--- src/sv/hfb_pkg.sv ---
// Package for the host frame builder: shared constants, the work descriptor
// that travels from front to back, and the byte sequencer step codes.
// No dependencies.
`default_nettype none
package hfb_pkg;

  localparam logic [7:0] TFI_HOST   = 8'hD4;
  localparam logic [7:0] ADDR_RESET = 8'h48;
  localparam logic [7:0] PREAMBLE   = 8'h00;
  localparam logic [7:0] START_LO   = 8'h00;
  localparam logic [7:0] START_HI   = 8'hFF;
  localparam logic [7:0] POSTAMBLE  = 8'h00;

  localparam int unsigned QDEPTH = 4;
  localparam int unsigned QAW    = $clog2(QDEPTH);

  // One unit of work: which runs to emit and the bytes they need.
  typedef struct packed {
    logic       hdr;
    logic       dat;
    logic       tail;
    logic [7:0] data;
    logic [7:0] flen;
    logic [7:0] dcs;
  } desc_t;

  typedef enum logic [9:0] {
    ST_ADDR   = 10'b00_0000_0001,
    ST_PRE    = 10'b00_0000_0010,
    ST_START0 = 10'b00_0000_0100,
    ST_START1 = 10'b00_0000_1000,
    ST_LEN    = 10'b00_0001_0000,
    ST_LCS    = 10'b00_0010_0000,
    ST_TFI    = 10'b00_0100_0000,
    ST_DATA   = 10'b00_1000_0000,
    ST_DCS    = 10'b01_0000_0000,
    ST_POST   = 10'b10_0000_0000
  } step_t;

endpackage
`default_nettype wire

--- src/sv/nfc_host_frame_builder.sv ---
// Top level of the host command frame builder: configuration register,
// front end, descriptor queue and byte sequencer. Depends on hfb_pkg,
// hfb_front, hfb_fifo and hfb_back.
//
//  channel | handshake       | payload
//  --------+-----------------+---------------------------------------------
//  input   | push / full     | data_byte, frame_len, start_of_frame,
//          |                 | end_of_frame, empty_payload
//  result  | empty / pop     | out_byte, last_of_run, frame_done
//  config  | cfg_write       | cfg_data (bus write address)
//
// Each accepted item is classified in its accept cycle and, unless it emits
// nothing, queued as one descriptor; the sequencer then emits one byte per
// cycle while pop is high, so an item makes 1 result mid-frame, 9 on an
// empty frame and up to 10 when one item opens and closes a frame with a
// data byte. The first result of an item on an idle block shows once its
// descriptor has passed through the queue registers into the sequencer.
// Reset is synchronous; the address register returns to 0x48 and the sum
// to 0xD4. A stall on the result side fills the four-entry queue before
// full rises; input stalls never disturb results already queued.
`default_nettype none
module nfc_host_frame_builder (
  input  wire logic       clk,
  input  wire logic       rst,
  input  wire logic       push,
  output logic            full,
  input  wire logic [7:0] data_byte,
  input  wire logic [7:0] frame_len,
  input  wire logic       start_of_frame,
  input  wire logic       end_of_frame,
  input  wire logic       empty_payload,
  output logic            empty,
  input  wire logic       pop,
  output logic [7:0]      out_byte,
  output logic            last_of_run,
  output logic            frame_done,
  input  wire logic       cfg_write,
  input  wire logic [7:0] cfg_data
);
  import hfb_pkg::*;

  logic [7:0] bus_write_address;
  desc_t      front_desc;
  desc_t      head;
  logic       desc_push;
  logic       head_valid;
  logic       head_take;
  logic       accept;

  // Hold the bus write address until software rewrites it.
  always_ff @(posedge clk) begin
    if (rst) begin
      bus_write_address <= ADDR_RESET;
    end else if (cfg_write) begin
      bus_write_address <= cfg_data;
    end
  end

  assign accept = push && !full;

  hfb_front u_front (
    .clk            (clk),
    .rst            (rst),
    .accept         (accept),
    .data_byte      (data_byte),
    .frame_len      (frame_len),
    .start_of_frame (start_of_frame),
    .end_of_frame   (end_of_frame),
    .empty_payload  (empty_payload),
    .desc           (front_desc),
    .desc_push      (desc_push)
  );

  // Queue full doubles as input backpressure, so items that emit nothing
  // also wait; that keeps accept independent of the item's fields.
  hfb_fifo u_fifo (
    .clk      (clk),
    .rst      (rst),
    .wr       (desc_push),
    .wdata    (front_desc),
    .rd       (head_take),
    .rdata    (head),
    .full     (full),
    .nonempty (head_valid)
  );

  hfb_back u_back (
    .clk               (clk),
    .rst               (rst),
    .bus_write_address (bus_write_address),
    .head              (head),
    .head_valid        (head_valid),
    .head_take         (head_take),
    .empty             (empty),
    .pop               (pop),
    .out_byte          (out_byte),
    .last_of_run       (last_of_run),
    .frame_done        (frame_done)
  );

  // The postamble always closes the run of its item.
  a_done_is_last: assert property (@(posedge clk) disable iff (rst)
    (!empty && frame_done) |-> last_of_run)
    else $error("postamble shown without last_of_run");

  // Bytes of one run follow without a gap.
  a_run_unbroken: assert property (@(posedge clk) disable iff (rst)
    (!empty && pop && !last_of_run) |=> !empty)
    else $error("result stream broke inside a run");

  // A full queue means the sequencer already holds work.
  a_full_busy: assert property (@(posedge clk) disable iff (rst)
    full |-> !empty)
    else $error("queue full while sequencer idle");

endmodule
`default_nettype wire

--- src/sv/hfb_front.sv ---
// Front end: accepts input items, tracks the open frame and the data sum,
// and turns each item that emits bytes into a work descriptor. Depends on hfb_pkg.
`default_nettype none
module hfb_front (
  input  wire logic          clk,
  input  wire logic          rst,
  input  wire logic          accept,
  input  wire logic [7:0]    data_byte,
  input  wire logic [7:0]    frame_len,
  input  wire logic          start_of_frame,
  input  wire logic          end_of_frame,
  input  wire logic          empty_payload,
  output hfb_pkg::desc_t     desc,
  output logic               desc_push
);
  import hfb_pkg::*;

  logic [7:0] sum;
  logic       in_frame;
  logic [7:0] sum_next;
  logic       active;

  always_comb begin
    active   = start_of_frame || in_frame;
    sum_next = (start_of_frame ? TFI_HOST : sum) + (empty_payload ? 8'h00 : data_byte);
    desc.hdr  = start_of_frame;
    desc.dat  = active && !empty_payload;
    desc.tail = active && end_of_frame;
    desc.data = data_byte;
    desc.flen = frame_len;
    desc.dcs  = 8'h00 - sum_next;
    desc_push = accept && (desc.hdr || desc.dat || desc.tail);
  end

  always_ff @(posedge clk) begin
    if (rst) begin
      sum      <= TFI_HOST;
      in_frame <= 1'b0;
    end else if (accept && active) begin
      // Reseed on close, carry the sum otherwise.
      if (end_of_frame) begin
        sum      <= TFI_HOST;
        in_frame <= 1'b0;
      end else begin
        sum      <= sum_next;
        in_frame <= 1'b1;
      end
    end
  end

endmodule
`default_nettype wire

--- src/sv/hfb_fifo.sv ---
// Short descriptor queue between front and back, in flip-flops.
// Depends on hfb_pkg.
`default_nettype none
module hfb_fifo (
  input  wire logic           clk,
  input  wire logic           rst,
  input  wire logic           wr,
  input  wire hfb_pkg::desc_t wdata,
  input  wire logic           rd,
  output hfb_pkg::desc_t      rdata,
  output logic                full,
  output logic                nonempty
);
  import hfb_pkg::*;

  desc_t             slots [QDEPTH];
  logic [QAW-1:0]    wptr;
  logic [QAW-1:0]    rptr;
  logic [QAW:0]      count;

  assign full     = (count == (QAW+1)'(QDEPTH));
  assign nonempty = (count != '0);
  assign rdata    = slots[rptr];

  always_ff @(posedge clk) begin
    if (wr) slots[wptr] <= wdata;
  end

  always_ff @(posedge clk) begin
    if (rst) begin
      wptr  <= '0;
      rptr  <= '0;
      count <= '0;
    end else begin
      if (wr) wptr <= wptr + 1'b1;
      if (rd) rptr <= rptr + 1'b1;
      case ({wr, rd})
        2'b10:   count <= count + 1'b1;
        2'b01:   count <= count - 1'b1;
        default: count <= count;
      endcase
    end
  end

endmodule
`default_nettype wire

--- src/sv/hfb_back.sv ---
// Back end: takes descriptors from the queue and steps through the bytes
// they call for, one result per cycle while pop is high. Depends on hfb_pkg.
`default_nettype none
module hfb_back (
  input  wire logic          clk,
  input  wire logic          rst,
  input  wire logic [7:0]    bus_write_address,
  input  wire hfb_pkg::desc_t head,
  input  wire logic          head_valid,
  output logic               head_take,
  output logic               empty,
  input  wire logic          pop,
  output logic [7:0]         out_byte,
  output logic               last_of_run,
  output logic               frame_done
);
  import hfb_pkg::*;

  desc_t cur;
  step_t step;
  step_t step_next;
  step_t first_step;
  logic  busy;
  logic  load;

  always_comb begin
    out_byte    = 8'h00;
    last_of_run = 1'b0;
    frame_done  = 1'b0;
    step_next   = ST_POST;
    unique case (step)
      ST_ADDR:   begin out_byte = bus_write_address; step_next = ST_PRE; end
      ST_PRE:    begin out_byte = PREAMBLE;          step_next = ST_START0; end
      ST_START0: begin out_byte = START_LO;          step_next = ST_START1; end
      ST_START1: begin out_byte = START_HI;          step_next = ST_LEN; end
      ST_LEN:    begin out_byte = cur.flen;          step_next = ST_LCS; end
      ST_LCS:    begin out_byte = 8'h00 - cur.flen;  step_next = ST_TFI; end
      ST_TFI: begin
        out_byte    = TFI_HOST;
        step_next   = cur.dat ? ST_DATA : ST_DCS;
        last_of_run = !cur.dat && !cur.tail;
      end
      ST_DATA: begin
        out_byte    = cur.data;
        step_next   = ST_DCS;
        last_of_run = !cur.tail;
      end
      ST_DCS:    begin out_byte = cur.dcs; step_next = ST_POST; end
      ST_POST: begin
        out_byte    = POSTAMBLE;
        last_of_run = 1'b1;
        frame_done  = 1'b1;
      end
      default: begin
        out_byte = 8'h00;
      end
    endcase
  end

  always_comb begin
    if (head.hdr)      first_step = ST_ADDR;
    else if (head.dat) first_step = ST_DATA;
    else               first_step = ST_DCS;
  end

  assign empty     = !busy;
  // Refill when idle or when the last byte of a run leaves.
  assign load      = !busy || (pop && last_of_run);
  assign head_take = load && head_valid;

  always_ff @(posedge clk) begin
    if (rst) begin
      busy <= 1'b0;
      step <= ST_ADDR;
    end else if (load) begin
      busy <= head_valid;
      if (head_valid) step <= first_step;
    end else if (pop) begin
      step <= step_next;
    end
  end

  always_ff @(posedge clk) begin
    if (head_take) cur <= head;
  end

endmodule
`default_nettype wire
--- config.mk ---
export PLATFORM = sky130hd
export DESIGN_NAME = nfc_host_frame_builder
export DESIGN_NICKNAME = d
export VERILOG_FILES = /design/src/sv/hfb_pkg.sv /design/src/sv/nfc_host_frame_builder.sv /design/src/sv/hfb_front.sv /design/src/sv/hfb_fifo.sv /design/src/sv/hfb_back.sv
export SDC_FILE = /design/constraint.sdc
export NUM_CORES = 1
export LEC_CHECK = 0
export ABC_CLOCK_PERIOD_IN_PS = 7110
export BUFFER_PORTS_ARGS = -buffer_cell sky130_fd_sc_hd__clkbuf_2
export CAP_MARGIN = 30
export CORE_MARGIN = 2
export CORE_UTILIZATION = 30
export CTS_CLUSTER_SIZE = 25
export DETAILED_ROUTE_END_ITERATION = 16
export MAX_ROUTING_LAYER = met4
export PLACE_DENSITY = 0.56
export RECOVER_POWER = 25
export SYNTH_ARGS = -nofsm -noshare
export SYNTH_HDL_FRONTEND = slang
export SYNTH_SLANG_ARGS = --single-unit
--- constraint.sdc ---
create_clock -name clk -period 7.11 [get_ports clk]
set_clock_uncertainty 0.15 [all_clocks]
set_input_delay 0.3555 -clock clk [delete_from_list [all_inputs] [get_ports clk]]
set_output_delay 0.3555 -clock clk [all_outputs]
set_load 0.005 [all_outputs]
==> results.toml <==
[place]
numPlacedInstances = 862
detailed_place.area_um2 = 7990
dp_hpwl_um = 10600
numPortBuffers = 43
last_weighted_congestion_value_of_the_routability_driven_placer = 0.804

[yosys]
synth-edff-count = 134
number_of_nets_in_the_synthesized_netlist = 561
ys_ff_latch = 171
post-synth-top-area-fraction = 0.541
yosysSeqAreaShare = 0.640
ys_top_cells_by_area = "sky130_fd_sc_hd__edfxtp_1 54%, sky130_fd_sc_hd__dfxtp_1 10%, sky130_fd_sc_hd__mux4_2 8.2%, sky130_fd_sc_hd__ha_1 2.4%, sky130_fd_sc_hd__nor2_1 2.2%"
ys_top_cells_by_count = "134 x sky130_fd_sc_hd__edfxtp_1, 43 x sky130_fd_sc_hd__nor2_1, 37 x sky130_fd_sc_hd__dfxtp_1"
synth.distinct_cells = 66
post_synth_instance_area_um2 = 7440
synth_flop_cell = "sky130_fd_sc_hd__edfxtp_1"
post-synth-top-count-cell = "sky130_fd_sc_hd__edfxtp_1"
postSynthCellCount = 513
yosysWarnings = 0
post-synth-top-area-cell = "sky130_fd_sc_hd__edfxtp_1"
asyncSetResetFlopFracSynth = 0
synth.avg_cell_area_um2 = 14.5

[power]
vdd_ir_drop_max_mv = 0.144
clockPowerShare = 0.304
power.static_leakage_nw = 2.90
power_density_nw_per_um2 = 349
combinationalPowerShare = 0.237
internal_power_mw = 2.11
sw_frac_of_total = 0.300
power.sequential.fraction = 0.459
switching_power_mw = 0.905

[global_routing]
first_global_vias = 4651
grt_util_all_layers = 0.126
grt-ovfl-total = 0
grt_antenna_before_repair = 0
global_route_wire_length_before_repair_um = 24500
grt_start_max_net_pins = 40

[clocking]
cts_tree = "yes"
cts.sink_count = 171
clock_buffer_depth = 2
cts-buffers-inserted = 17
path_clk_slew_ns = 0.07
clk-insertion-delay-late_ns = 0.42
root_buffer = "sky130_fd_sc_hd__clkbuf_16"
cts_htree_levels = 4
cts_post_setup_buffers_inserted = 0
post_cts.resized_instances = 0
postCtsHoldBufs = 9

[route]
routed_via_density = 4.90
drc_errors = 0
drt_pre_antenna_iters = 4
postRouteAntennaNets = 0
dr_total_vias = 4424
drt-total-wl_um = 15300
drt_iter0_markers = 302
drt-wirelength-per-cell_um = 17.0

[critical_path]
path_max_fanout = 9
critical_path_depth = 6
critical_path.cell_chain = "nor4_2, nand3_1, nor2b_1, a221oi_1, o2111ai_1, clkbuf_2"
worst_ep_arrival_time_ns = 2.69
worstRegToRegCells = 9
critical_path_buf_inv_count = 1
critical_path_s_slowest_cell = "sky130_fd_sc_hd__nor2b_1"
slowest_delay_ns = 0.59
timing.critical_path.from_type = "flip-flop"
crit_required_ns = 6.60
critical_path.endpoint_type = "output port"
worst_path_dominant_cell_family = "simple AND/OR/NAND/NOR gates"
worst-setup-path-type = "reg2out"

[timing]
worst_hold_slack_ns = 0.0186
finalSetupTns_ns = 0
achievable-frequency_ghz = 0.313
rsz0062_at_grt = "no"
slew_viols_final = 40
worst_slew_margin_rel = -0.248
number_of_setup_violations_in_the_final_report = 0
final_min_period_over_clock_period = 0.449
hold_viol = 0
max_slew.worst_pin.slew_ns = 1.87
final.min_clock_period_ns = 3.19

[floorplanning]
die_area_um2 = 26100
row_count = 57
fp.dieW_um = 162
pin_count = 44
die_h_um = 162
initial_utilization = 0.306
placeableCoreArea_um2 = 24300

[finish]
stdcell_area_um2 = 8650
final_non_filler_cell_total = 903
ant_diodes = 0
share_of_cells_above_drive_strength_1 = 0.185
syn2layout_area_growth_pct = 16.2
layout.filler_cells = 2320
final_net_count = 614

[job]
max_cap_violations = 1

[min_path]
min_path_cells = 3
timing.hold.worst.class = "in2reg"

[outcome]
failed_checks = "capacitance limit, slew limit"
status = "finished, violations left"
==> metal layers <==
| layer | global-route usage | vias up | wire (µm) |
|---|---|---|---|
| li1 | - | 2095 | - |
| met2 | 0.203 | 98 | 7270 |
| met4 | 0.0377 | 0 | 145 |
| met1 | 0.159 | 2221 | 7290 |
| met5 | - | - | 0 |
| met3 | 0.0311 | 10 | 628 |
==> registers in the layout (all words and copies together) (netlist names), named ones only <==
name               flops
u_fifo.count           3
bus_write_address      8
u_back.step           10
u_front.sum            8
u_fifo.wptr            2
u_back.cur            26
u_back.busy            1
u_front.in_frame       1
u_fifo.rptr            2
u_fifo.slots         108
==> tightest hold or removal path, stage by stage <==
cell and delay [ns]:
sky130_fd_sc_hd__clkbuf_2 0.07, sky130_fd_sc_hd__mux2i_1 0.05, sky130_fd_sc_hd__nor2_1 0.07
==> path summary, 6_finish.rpt <==
check	start	endpoint	slack, ns
worst max-delay path	u_back.step[6]	out_byte[5]	3.92
worst min-delay path	cfg_data[4]	bus_write_address[4]	0.02
worst max register to register	u_back.step[7]	u_fifo.count[2]	4.25
worst min register to register	u_front.sum[0]	u_front.sum[0]	0.33
==> placed cells by master (no fill, tap or decap), types with 4 or more instances in the layout <==
cell type	n
sky130_fd_sc_hd__a21oi_1	25
sky130_fd_sc_hd__a221oi_1	7
sky130_fd_sc_hd__a22oi_1	6
sky130_fd_sc_hd__and2_2	4
sky130_fd_sc_hd__clkbuf_1	19
sky130_fd_sc_hd__clkbuf_16	17
sky130_fd_sc_hd__clkbuf_2	25
sky130_fd_sc_hd__dfxtp_1	35
sky130_fd_sc_hd__dlygate4sd3_1	9
sky130_fd_sc_hd__edfxtp_1	134
sky130_fd_sc_hd__ha_1	14
sky130_fd_sc_hd__inv_1	15
sky130_fd_sc_hd__inv_6	5
sky130_fd_sc_hd__mux2i_1	9
sky130_fd_sc_hd__mux4_2	27
sky130_fd_sc_hd__nand2_1	18
sky130_fd_sc_hd__nand2b_1	6
sky130_fd_sc_hd__nand3_1	4
sky130_fd_sc_hd__nor2_1	42
sky130_fd_sc_hd__nor2b_1	22
sky130_fd_sc_hd__nor3_1	9
sky130_fd_sc_hd__nor3b_1	4
sky130_fd_sc_hd__nor4_1	4
sky130_fd_sc_hd__o21ai_0	16
sky130_fd_sc_hd__or2_2	5
sky130_fd_sc_hd__or3_1	8
sky130_fd_sc_hd__xnor2_1	10
sky130_fd_sc_hd__xor2_1	4
==> through the flow <==
stage                     utilization  total power, mW  worst slack (ns)
after global routing            0.356             3.17              3.60
after detailed placement        0.329             2.12              3.98
after global placement          0.329             2.10              4.00
after CTS                       0.356             3.05              3.90
final                           0.356             3.01              3.92
after floorplan                     -             1.89              3.51
==> logic make-up (layout without fill, tap and decap cells) <==
group,count (synthesis),count (layout),synth area share
flops,171,171,0.640
simple gates,153,153,0.118
compound gates,88,88,0.0820
mux,36,36,0.0938
buf+inv,35,101,0.0207
fa+ha+maj,16,16,0.0289
xor+xnor,14,14,0.0165
==> power by group through the flow <==
| stage | Combinational (mW) | Sequential [mW] | Clock (mW) |
|---|---|---|---|
| floorplan | 0.539 | 1.35 | 0 |
| global placement | 0.706 | 1.40 | 0 |
| detailed placement | 0.718 | 1.41 | 0 |
| CTS | 0.725 | 1.38 | 0.936 |
| global route | 0.790 | 1.40 | 0.974 |
| finish | 0.714 | 1.38 | 0.916 |
==> area by class of cell <==
class	instances	area, µm²	share of cell area
Clock buffer	18	429	0.0496
Clock inverter	14	159	0.0184
Inverter	15	56.3	0.00651
Multi-Input combinational cell	307	2530	0.293
Sequential cell	171	4770	0.551
Tap cell	324	405	0.0469
Timing Repair Buffer	54	298	0.0344
Power figures use the tool's default switching activity.
